### config.mk
export PLATFORM = sky130hd
export DESIGN_NAME = sensor_frame_builder_crc8_flat
export DESIGN_NICKNAME = d
export VERILOG_FILES = /design/src/hw/rtl/sfb_pkg.sv /design/src/hw/rtl/sfb_if.sv /design/src/hw/rtl/sfb_front.sv /design/src/hw/rtl/sfb_queue.sv /design/src/hw/rtl/sfb_back.sv /design/src/hw/rtl/sensor_frame_builder_crc8.sv /design/src/flat_wrapper.sv
export VERILOG_INCLUDE_DIRS = /design/src /design/src/hw/rtl
export SDC_FILE = /design/constraint.sdc
export NUM_CORES = 1
export LEC_CHECK = 0
export ABC_CLOCK_PERIOD_IN_PS = 5700
export BUFFER_PORTS_ARGS = -buffer_cell sky130_fd_sc_hd__clkbuf_2
export CORE_ASPECT_RATIO = 1.5
export CORE_MARGIN = 3
export CORE_UTILIZATION = 55
export CTS_CLUSTER_DIAMETER = 150
export DETAILED_ROUTE_END_ITERATION = 7
export PLACE_DENSITY_LB_ADDON = 0.25
export SYNTH_ARGS = -nofsm -noshare
export SYNTH_HDL_FRONTEND = slang
export SYNTH_HIERARCHICAL = 1
export SYNTH_SLANG_ARGS = --single-unit
### constraint.sdc
create_clock -name clk -period 5.7 [get_ports clk]
set_input_delay 0.285 -clock clk [delete_from_list [all_inputs] [get_ports clk]]
set_output_delay 0.285 -clock clk [all_outputs]
set_load 0.1 [all_outputs]
### src/hw/rtl/sensor_frame_builder_crc8_macros.svh
`ifndef SENSOR_FRAME_BUILDER_CRC8_MACROS_SVH
`define SENSOR_FRAME_BUILDER_CRC8_MACROS_SVH

// Checks a condition on every clock edge outside reset.
`define SFB_ASSERT(label, expr, msg) \
  label: assert property (@(posedge clk) disable iff (rst) (expr)) else $error(msg);

// Checks that an antecedent is followed by a consequent in the next cycle.
`define SFB_ASSERT_NEXT(label, ante, cons, msg) \
  label: assert property (@(posedge clk) disable iff (rst) (ante) |=> (cons)) \
    else $error(msg);

`endif

### src/hw/rtl/sfb_pkg.sv
`timescale 1ns / 1ps
package sfb_pkg;

  localparam int MAX_SLOTS = 6;
  localparam int SLOT_W    = $clog2(MAX_SLOTS + 1);

  localparam int QDEPTH = 4;
  localparam int QPTR_W = $clog2(QDEPTH);
  localparam int QCNT_W = $clog2(QDEPTH + 1);

  localparam int CFG_IDX_W  = 1;
  localparam int CFG_DATA_W = 16;

  localparam logic [CFG_IDX_W-1:0] CFG_DEVICE_SIGNATURE = 1'd0;
  localparam logic [CFG_IDX_W-1:0] CFG_SENSOR_COUNT     = 1'd1;

  localparam logic [15:0] SIGNATURE_RESET = 16'hCAFE;
  localparam logic [7:0]  CRC_POLY        = 8'h8C;

  localparam logic signed [11:0] TEMP_LOW  = 12'sd160;
  localparam logic signed [11:0] TEMP_HIGH = 12'sd1600;

  localparam logic [1:0] ACT_BEGIN  = 2'd0;
  localparam logic [1:0] ACT_SENSOR = 2'd1;
  localparam logic [1:0] ACT_END    = 2'd2;

  localparam logic [1:0] CMD_HEADER = 2'd0;
  localparam logic [1:0] CMD_DATA   = 2'd1;
  localparam logic [1:0] CMD_END    = 2'd2;

  typedef struct packed {
    logic [1:0] kind;
    logic [7:0] data;
  } cmd_t;

  typedef struct packed {
    logic push;
    cmd_t cmd;
  } q_wr_t;

  typedef struct packed {
    logic valid;
    cmd_t cmd;
  } q_rd_t;

  // Reflected CRC-8, LSB first.
  function automatic logic [7:0] crc8_update(input logic [7:0] crc, input logic [7:0] data);
    logic [7:0] c;
    logic [7:0] d;
    c = crc;
    d = data;
    for (int i = 0; i < 8; i++) begin
      if (c[0] ^ d[0]) begin
        c = (c >> 1) ^ CRC_POLY;
      end else begin
        c = c >> 1;
      end
      d = d >> 1;
    end
    return c;
  endfunction

endpackage

### src/hw/rtl/sfb_if.sv
`timescale 1ns / 1ps
interface sfb_item_if;
  logic              valid;
  logic              ready;
  logic [1:0]        action;
  logic signed [11:0] temp_sixteenths;
  logic              sensor_present;

  modport source (output valid, action, temp_sixteenths, sensor_present, input ready);
  modport sink   (input valid, action, temp_sixteenths, sensor_present, output ready);
endinterface

interface sfb_frame_if;
  logic       valid;
  logic       ready;
  logic [7:0] frame_byte;
  logic       last_byte;

  modport source (output valid, frame_byte, last_byte, input ready);
  modport sink   (input valid, frame_byte, last_byte, output ready);
endinterface

### src/hw/rtl/sfb_front.sv
`timescale 1ns / 1ps
module sfb_front (
  input  logic          clk,
  input  logic          rst,
  sfb_item_if.sink      item,
  input  logic          q_full,
  output sfb_pkg::q_wr_t q_wr
);
  import sfb_pkg::*;

  logic [SLOT_W-1:0]  slots;
  logic [SLOT_W-1:0]  slots_next;
  logic               take;
  logic signed [11:0] diff;
  logic               in_range;
  logic [7:0]         reading;

  assign item.ready = !q_full;
  assign take       = item.valid && !q_full;

  assign diff     = item.temp_sixteenths - TEMP_LOW;
  assign in_range = (item.temp_sixteenths > TEMP_LOW) && (item.temp_sixteenths < TEMP_HIGH);
  assign reading  = in_range ? diff[10:3] : 8'd0;

  always_comb begin
    slots_next      = slots;
    q_wr.push       = 1'b0;
    q_wr.cmd.kind   = CMD_DATA;
    q_wr.cmd.data   = reading;
    unique case (item.action)
      ACT_BEGIN: begin
        q_wr.push     = take;
        q_wr.cmd.kind = CMD_HEADER;
        if (take) slots_next = '0;
      end
      ACT_SENSOR: begin
        if (take && item.sensor_present && (slots < SLOT_W'(MAX_SLOTS))) begin
          q_wr.push  = 1'b1;
          slots_next = slots + SLOT_W'(1);
        end
      end
      ACT_END: begin
        q_wr.push     = take;
        q_wr.cmd.kind = CMD_END;
        if (take) slots_next = '0;
      end
      default: begin
        q_wr.push = 1'b0;
      end
    endcase
  end

  always_ff @(posedge clk) begin
    if (rst) begin
      slots <= '0;
    end else begin
      slots <= slots_next;
    end
  end

endmodule

### src/hw/rtl/sfb_queue.sv
`timescale 1ns / 1ps
`include "sensor_frame_builder_crc8_macros.svh"
module sfb_queue (
  input  logic           clk,
  input  logic           rst,
  input  sfb_pkg::q_wr_t q_wr,
  output logic           full,
  input  logic           pop,
  output sfb_pkg::q_rd_t q_rd
);
  import sfb_pkg::*;

  cmd_t              mem [QDEPTH];
  logic [QPTR_W-1:0] wr_ptr;
  logic [QPTR_W-1:0] rd_ptr;
  logic [QCNT_W-1:0] count;
  logic              push;

  assign full      = (count == QCNT_W'(QDEPTH));
  assign push      = q_wr.push && !full;
  assign q_rd.valid = (count != '0);
  assign q_rd.cmd   = mem[rd_ptr];

  always_ff @(posedge clk) begin
    if (push) mem[wr_ptr] <= q_wr.cmd;
  end

  always_ff @(posedge clk) begin
    if (rst) begin
      wr_ptr <= '0;
      rd_ptr <= '0;
      count  <= '0;
    end else begin
      if (push) wr_ptr <= wr_ptr + QPTR_W'(1);
      if (pop)  rd_ptr <= rd_ptr + QPTR_W'(1);
      if (push && !pop) begin
        count <= count + QCNT_W'(1);
      end else if (pop && !push) begin
        count <= count - QCNT_W'(1);
      end
    end
  end

  `SFB_ASSERT(a_no_pop_empty, !pop || q_rd.valid, "pop from empty queue")
  `SFB_ASSERT(a_no_push_full, !q_wr.push || !full, "word dropped on full queue")
  `SFB_ASSERT_NEXT(a_count_up, push && !pop, count == $past(count) + QCNT_W'(1), "count lost a push")
  `SFB_ASSERT_NEXT(a_ptr_gap, 1'b1, QPTR_W'(wr_ptr - rd_ptr) == count[QPTR_W-1:0], "pointers disagree with count")

endmodule

### src/hw/rtl/sfb_back.sv
`timescale 1ns / 1ps
module sfb_back (
  input  logic           clk,
  input  logic           rst,
  input  sfb_pkg::q_rd_t q_rd,
  output logic           pop,
  input  logic [15:0]    device_signature,
  input  logic [2:0]     sensor_count,
  sfb_frame_if.source    frame
);
  import sfb_pkg::*;

  localparam logic [1:0] HDR_SIG_HI = 2'd0;
  localparam logic [1:0] HDR_SIG_LO = 2'd1;
  localparam logic [1:0] HDR_COUNT  = 2'd2;

  logic [1:0] hdr;
  logic [1:0] hdr_next;
  logic [7:0] crc;
  logic [7:0] crc_next;
  logic       ob_valid;
  logic [7:0] ob_byte;
  logic       ob_last;
  logic       load;
  logic [7:0] ld_byte;
  logic       ld_last;
  logic [7:0] crc_base;

  assign load = q_rd.valid && (!ob_valid || frame.ready);

  always_comb begin
    hdr_next = hdr;
    ld_byte  = q_rd.cmd.data;
    ld_last  = 1'b0;
    crc_base = crc;
    pop      = 1'b0;
    unique case (q_rd.cmd.kind)
      CMD_HEADER: begin
        unique case (hdr)
          HDR_SIG_HI: begin
            ld_byte  = device_signature[15:8];
            crc_base = 8'd0;
            hdr_next = HDR_SIG_LO;
          end
          HDR_SIG_LO: begin
            ld_byte  = device_signature[7:0];
            hdr_next = HDR_COUNT;
          end
          HDR_COUNT: begin
            ld_byte  = {5'd0, sensor_count};
            hdr_next = HDR_SIG_HI;
            pop      = load;
          end
          default: begin
            hdr_next = HDR_SIG_HI;
          end
        endcase
      end
      CMD_DATA: begin
        pop = load;
      end
      CMD_END: begin
        ld_byte = crc;
        ld_last = 1'b1;
        pop     = load;
      end
      default: begin
        pop = load;
      end
    endcase
    crc_next = (q_rd.cmd.kind == CMD_END) ? crc : crc8_update(crc_base, ld_byte);
  end

  always_ff @(posedge clk) begin
    if (rst) begin
      hdr      <= HDR_SIG_HI;
      crc      <= 8'd0;
      ob_valid <= 1'b0;
    end else begin
      if (load) begin
        ob_valid <= 1'b1;
        crc      <= crc_next;
        if (q_rd.cmd.kind == CMD_HEADER) hdr <= hdr_next;
      end else if (frame.ready) begin
        ob_valid <= 1'b0;
      end
    end
  end

  always_ff @(posedge clk) begin
    if (load) begin
      ob_byte <= ld_byte;
      ob_last <= ld_last;
    end
  end

  assign frame.valid      = ob_valid;
  assign frame.frame_byte = ob_byte;
  assign frame.last_byte  = ob_last;

endmodule

### src/hw/rtl/sensor_frame_builder_crc8.sv
// Path: an accepted word is written into the command queue, then loads into the output
// register that drives the frame; earlier entries or a stalled sink keep it queued.
// Throughput: one input word per cycle unless the queue is full; sensor and end words
// give at most one byte, a begin word gives three bytes through the output register.
// The four-entry command queue lets input run ahead of the byte output.
// Reset (rst, synchronous): CRC and slot count cleared, queue and output emptied,
// signature back to 0xCAFE and sensor count to 0.
`timescale 1ns / 1ps
module sensor_frame_builder_crc8 (
  input  logic                             clk,
  input  logic                             rst,
  sfb_item_if.sink                         item,
  sfb_frame_if.source                      frame,
  input  logic                             cfg_we,
  input  logic [sfb_pkg::CFG_IDX_W-1:0]    cfg_index,
  input  logic [sfb_pkg::CFG_DATA_W-1:0]   cfg_data
);
  import sfb_pkg::*;

  logic [15:0] device_signature;
  logic [2:0]  sensor_count;
  q_wr_t       q_wr;
  q_rd_t       q_rd;
  logic        q_full;
  logic        pop;

  always_ff @(posedge clk) begin
    if (rst) begin
      device_signature <= SIGNATURE_RESET;
      sensor_count     <= 3'd0;
    end else if (cfg_we) begin
      unique case (cfg_index)
        CFG_DEVICE_SIGNATURE: device_signature <= cfg_data[15:0];
        CFG_SENSOR_COUNT:     sensor_count     <= cfg_data[2:0];
        default:              sensor_count     <= sensor_count;
      endcase
    end
  end

  sfb_front u_front (
    .clk    (clk),
    .rst    (rst),
    .item   (item),
    .q_full (q_full),
    .q_wr   (q_wr)
  );

  sfb_queue u_queue (
    .clk  (clk),
    .rst  (rst),
    .q_wr (q_wr),
    .full (q_full),
    .pop  (pop),
    .q_rd (q_rd)
  );

  sfb_back u_back (
    .clk              (clk),
    .rst              (rst),
    .q_rd             (q_rd),
    .pop              (pop),
    .device_signature (device_signature),
    .sensor_count     (sensor_count),
    .frame            (frame)
  );

endmodule

### src/flat_wrapper.sv
// flat-port wrapper written by rule: the top's interface ports become plain ports
module sensor_frame_builder_crc8_flat import sfb_pkg::*;
  (clk, rst, cfg_we, cfg_index, cfg_data, item_valid, item_action, item_temp_sixteenths, item_sensor_present, item_ready, frame_valid, frame_frame_byte, frame_last_byte, frame_ready);
  sfb_item_if item_i ();
  sfb_frame_if frame_i ();
  input  logic clk;
  input  logic rst;
  input  logic cfg_we;
  input  logic [sfb_pkg::CFG_IDX_W-1:0] cfg_index;
  input  logic [sfb_pkg::CFG_DATA_W-1:0] cfg_data;
  input wire logic [$bits(item_i.valid)-1:0] item_valid;
  input wire logic [$bits(item_i.action)-1:0] item_action;
  input wire logic [$bits(item_i.temp_sixteenths)-1:0] item_temp_sixteenths;
  input wire logic [$bits(item_i.sensor_present)-1:0] item_sensor_present;
  output wire logic [$bits(item_i.ready)-1:0] item_ready;
  output wire logic [$bits(frame_i.valid)-1:0] frame_valid;
  output wire logic [$bits(frame_i.frame_byte)-1:0] frame_frame_byte;
  output wire logic [$bits(frame_i.last_byte)-1:0] frame_last_byte;
  input wire logic [$bits(frame_i.ready)-1:0] frame_ready;
  assign item_i.valid = item_valid;
  assign item_i.action = item_action;
  assign item_i.temp_sixteenths = item_temp_sixteenths;
  assign item_i.sensor_present = item_sensor_present;
  assign item_ready = item_i.ready;
  assign frame_valid = frame_i.valid;
  assign frame_frame_byte = frame_i.frame_byte;
  assign frame_last_byte = frame_i.last_byte;
  assign frame_i.ready = frame_ready;
  sensor_frame_builder_crc8 u_core (.clk(clk), .rst(rst), .item(item_i), .frame(frame_i), .cfg_we(cfg_we), .cfg_index(cfg_index), .cfg_data(cfg_data));
endmodule
**Yosys cells after proc, flatten, opt, wreduce, memory -nomap -nowiden**

Memories as Yosys holds them, arrays and structs flattened. A register that Yosys moved wholly into a read port is not among the register bits.
Index checks and enable logic that the tools add are counted.

- Bits in writable memories: 40
- Input bits: 37
- Word-level logic and storage cells: 104
- Memories kept: 1
- Flip-flop bits (word level): 49

- Magnitude comparators: 3
- Add/sub/neg operators: 6
- Reduce and logical (&&, ||, !) cells: 26
- Muxes and demuxes: 31
- Bitwise gates (word level): 18
- Eq/ne operators: 8

Memory list:

| memory | depth | width | rd ports | clocked after Yosys merged registers in | wr ports | line | text |
|---|---|---|---|---|---|---|---|
| u_core.u_queue.mem | 4 | 10 | 1 | 1 | 1 | sfb_queue.sv:13 | `cmd_t mem [QDEPTH];` |

Operator list:

| operator | count |
|---|---|
| 8-bit two-way mux | 11 |
| 2-bit NOT with 3-bit output | 8 |
| 8-bit case mux with 3 select lines | 1 |
| 8-bit case mux with 2 select lines | 1 |
| 12-bit by 9-bit greater-than comparator with 1-bit output (second input constant) | 1 |
| 12-bit less-than comparator (second input constant) | 1 |
| 3-bit two-way mux | 4 |
| 11-bit by 9-bit subtractor with 11-bit output (second input constant) | 1 |
| 1-bit logical AND | 8 |
| 1-bit two-way mux | 8 |
| 2-bit case mux with 2 select lines | 2 |
| 2-bit AND reduction | 4 |
| 1-bit bitwise XOR | 8 |
| 3-bit by 1-bit adder with 3-bit output (second input constant) | 2 |
| 2-bit equality test (second input constant) | 3 |
| 2-bit logical NOT | 3 |
| 3-bit case mux with 2 select lines | 1 |
| 2-bit nonzero test | 3 |
| 2-bit by 1-bit adder with 2-bit output (second input constant) | 2 |
| 2-bit by 1-bit equality test with 1-bit output (second input constant) | 2 |
| 1-bit logical NOT | 4 |
| 2-bit two-way mux | 2 |
| 3-bit equality test (second input constant) | 1 |
| 3-bit less-than comparator (second input constant) | 1 |
| 9 further kinds | 10 |

**Depth between registers and ports, before layout**

- Word-level depth: 19
- Mapped depth: 12
- Gate-level depth less buffers: 12

**Cells and area by module**

The synthesis kept the hierarchy.

By module, submodules not included:

| module | area an instance (µm²) | cells an instance | times used | sequential area each (µm²) |
|---|---|---|---|---|
| sfb_queue | 1905.6 | 100 | 1 | 1381.3 |
| sfb_back | 1485.2 | 166 | 1 | 490.5 |
| sensor_frame_builder_crc8 | 817.0 | 84 | 1 | 380.4 |
| sfb_front | 332.8 | 51 | 1 | 60.1 |

**Least setup slack after synthesis**

No wires, ideal clock.

- Path kind: register to register
- From: reg u_core.u_queue.count[0]
- To: reg u_core.u_queue.count[2]
- Cell stages (with the launch flop): 13
- Arrival time: 2933 ps
- Path slack: 2697 ps
- Path through: dfxtp_1 -> nor3b_4 -> inv_1 -> nand2_1 -> o21ai_0 -> inv_1 -> nor2_1 -> ha_1 -> inv_1 -> fa_1 -> xor2_1 -> or3_1 -> a21oi_1

RTL lines:

| what | line | text |
|---|---|---|
| start: declaration | sfb_queue.sv:16 | `logic [QCNT_W-1:0] count;` |
| start signal: assignment | sfb_queue.sv:37 | `count <= count + QCNT_W'(1);` |
| start signal: assignment | sfb_queue.sv:39 | `count <= count - QCNT_W'(1);` |

==> impl_results.md <==
* Status: completed
* Leakage at 1.923 nW
* Share of flip-flops with an asynchronous set or reset at 0
* Vias in the first global route at 3,032
* #FFs+latches synth at 91
* Post-synth EDFFs at 49
* First-pass DRT Iterations at 5
* N_diodes at 0
* Post-Syn Area per Cell at 11.32 µm²
* Commonest non-fill, non-tap cells in the layout: nor2_1, edfxtp_1, clkbuf_2
* Detailed-route via count at 3,092
* Final setup vio count at 0
* Worst IR Drop VDD at 0.3452 mV
* WP data required at 5970 ps
* Final TNS setup at 0 ps
* CTS max path bufs at 2
* F_max at 288.6 MHz
* Crit share post-route at 0.6079
* Post-CTS setup buffer count at 0
* # IOs at 48
* # nets final at 487
* Vias per cell at 5.601
* GPL Wtd Cong at 0.9522
* Final ANT Viol Nets at 0
* Finished Layout Cells at 552
* H-tree depth at 3
* Startpoint types: flip-flop
* Initial DRC Count at 182
* Area grow syn2layout at 11.05%
* Overall routing resource usage at 0.2061
* Pwr dens at 542.5 mW/mm²
* Final WS setup at 2235 ps
* Worst Setup Path Type: reg -> reg
* Worst min-delay path category: in -> reg
* DP Cell Count at 536
* Sequential share of the synthesized area at 0.5092
* Die area at 0.009404 mm²
* Tot Pwr at 0.002735 W
* Hold buffer count at cts at 0
* Layout cells sized above 1 at 0.2215
* RSZ-0062 raised after global routing: no
* Rows at 40
* Wire per inst at 15.80 µm
* Initial antenna violation count at 0
* Yosys warning count at 6
* Reg clk slew, reported paths at 60 ps
* Dpl hpwl at 6479 µm
* Initial Util at 0.5670
* Die width at 80.19 µm
* Fin crit period at 3465 ps
* Synth Net Count at 446
* First-pass GRT wire length at 14,570 µm
* Die height at 117.3 µm
* Total CTS buffers at 9
* Synth unique cells at 67
* Core ar. at 0.008008 mm²
* Slew HR at 0.4472
* Worst Tran Pin Value at 828.1 ps
* Syn Inst Count at 401
* Drt drc at 0
* Max_cap viols at 0
* Final hold vios at 0
* I/O Buffers at 47
* Grt ovf at 0
* CTS Root Cell: clkbuf_16
* Clk Latency, worst-skew pair at 330 ps
* Synthesized cell area at 0.004541 mm²
* CP arrival at 3730 ps
* Num Clock Sinks at 91
* Most common cell after layout, fill and taps aside: nor2_1
* Reg-to-reg slack, setup at 2240 ps
* Synth Flop Type: edfxtp_1
* Skew final at 6.399 ps
* Final Max Tran Viols at 0
* Largest net degree at the start of global routing at 58
* Worst Setup End Kind: flip-flop
* Post-layout util at 0.6297
* Post-CTS Resized at 0
* CTS tree: built
* Wirelength, routed at 8721 µm
* Crit path max fanout at 16
* Dpl ws at 2201 ps
-- sequential cells by signal (all words and copies together), names as in the netlist, named ones only --
signal	cells
u_core/u_back/frame.valid	1
u_core/u_front/slots	3
u_core/u_back/crc	8
u_core/device_signature	16
u_core/u_back/frame.frame_byte	8
u_core/u_queue/mem	40
u_core/u_back/hdr	2
u_core/u_queue/count	3
u_core/sensor_count	3
u_core/u_queue/rd_ptr	2
u_core/u_queue/wr_ptr	2
u_core/u_back/frame.last_byte	1
-- area by class of cell --
cell class,instances,area [µm²]
Inverter,17,63.81
Tap cell,105,131.4
Fill cell,657,2965
Sequential cell,91,2312
Clock buffer,9,225.2
Multi-Input combinational cell,275,2022
Timing Repair Buffer,48,242.7
Clock inverter,7,45.04
-- routing by layer --
metal | vias to the layer above | wire (µm) | part of all wire | global-route usage
li1 | 1518 | - | - | -
met1 | 1470 | 3371 | 0.39 | 0.2298
met2 | 80 | 4691 | 0.54 | 0.3689
met3 | 24 | 306 | 0.035 | 0.02833
met4 | 0 | 352 | 0.040 | 0.1251
met5 | - | 0 | 0 | 0
-- through the flow --
| step | hold slack (ps) | instance area (µm²) |
|---|---|---|
| floorplan | 385.9 | 4541 |
| global placement | 456.6 | 4772 |
| detailed placement | 458.7 | 4772 |
| CTS | 194.6 | 5042 |
| global route | 213.7 | 5042 |
| finish | 196.5 | 5042 |
-- power breakdown --
part	leakage (nW)	internal [W]	switching [W]
Combinational	0.985	0.000454	0.000831
Sequential	0.803	0.000826	0.0000966
Clock	0.135	0.000293	0.000235
Total	1.92	0.00157	0.00116
-- cell usage after synthesis (all sizes together), types with 6 or more instances --
library cell  instances  area [µm²]
nor2                 54       210.2
edfxtp               49        1471
dfxtp                42       840.8
nand2                31       116.4
a21oi                26       137.6
inv                  17       63.81
mux2i                17       173.9
buf                  13       122.6
o21ai                13       68.82
xnor2                13       136.4
xor2                 13       113.9
nand2b               12       75.07
nand3                12       65.06
mux4                 10       225.2
ha                    7       87.58
nor3                  6       30.03
-- worst max-delay path, cell delays in order, from the launching register on --
cell	delay [ps]
dfxtp_1	740
mux4_2	780
nor2_1	350
a21oi_1	180
inv_1	90
ha_1	180
inv_1	60
fa_1	390
xor2_1	180
or3_1	320
a21oi_1	140
-- worst paths after layout --
path / from / end / depth (start not counted)
worst min-delay path: cfg_data[2] / u_core/sensor_count[2] / 3
worst min register to register: u_core/device_signature[8] / u_core/device_signature[8] / 2
worst max register to register: flip-flop / u_core/u_queue/count[2] / 10
worst max-delay path: flip-flop / u_core/u_queue/count[2] / 10
-- cells by family after synthesis --
logic type / after synthesis / share of synthesized area
flops: 91 / 0.5092
xor+xnor: 26 / 0.05511
buf+inv: 35 / 0.04547
compound gates: 66 / 0.09920
mux: 32 / 0.1020
fa+ha+maj: 8 / 0.02370
simple gates: 143 / 0.1653
Note: power is estimated with default switching activity, not from simulation.
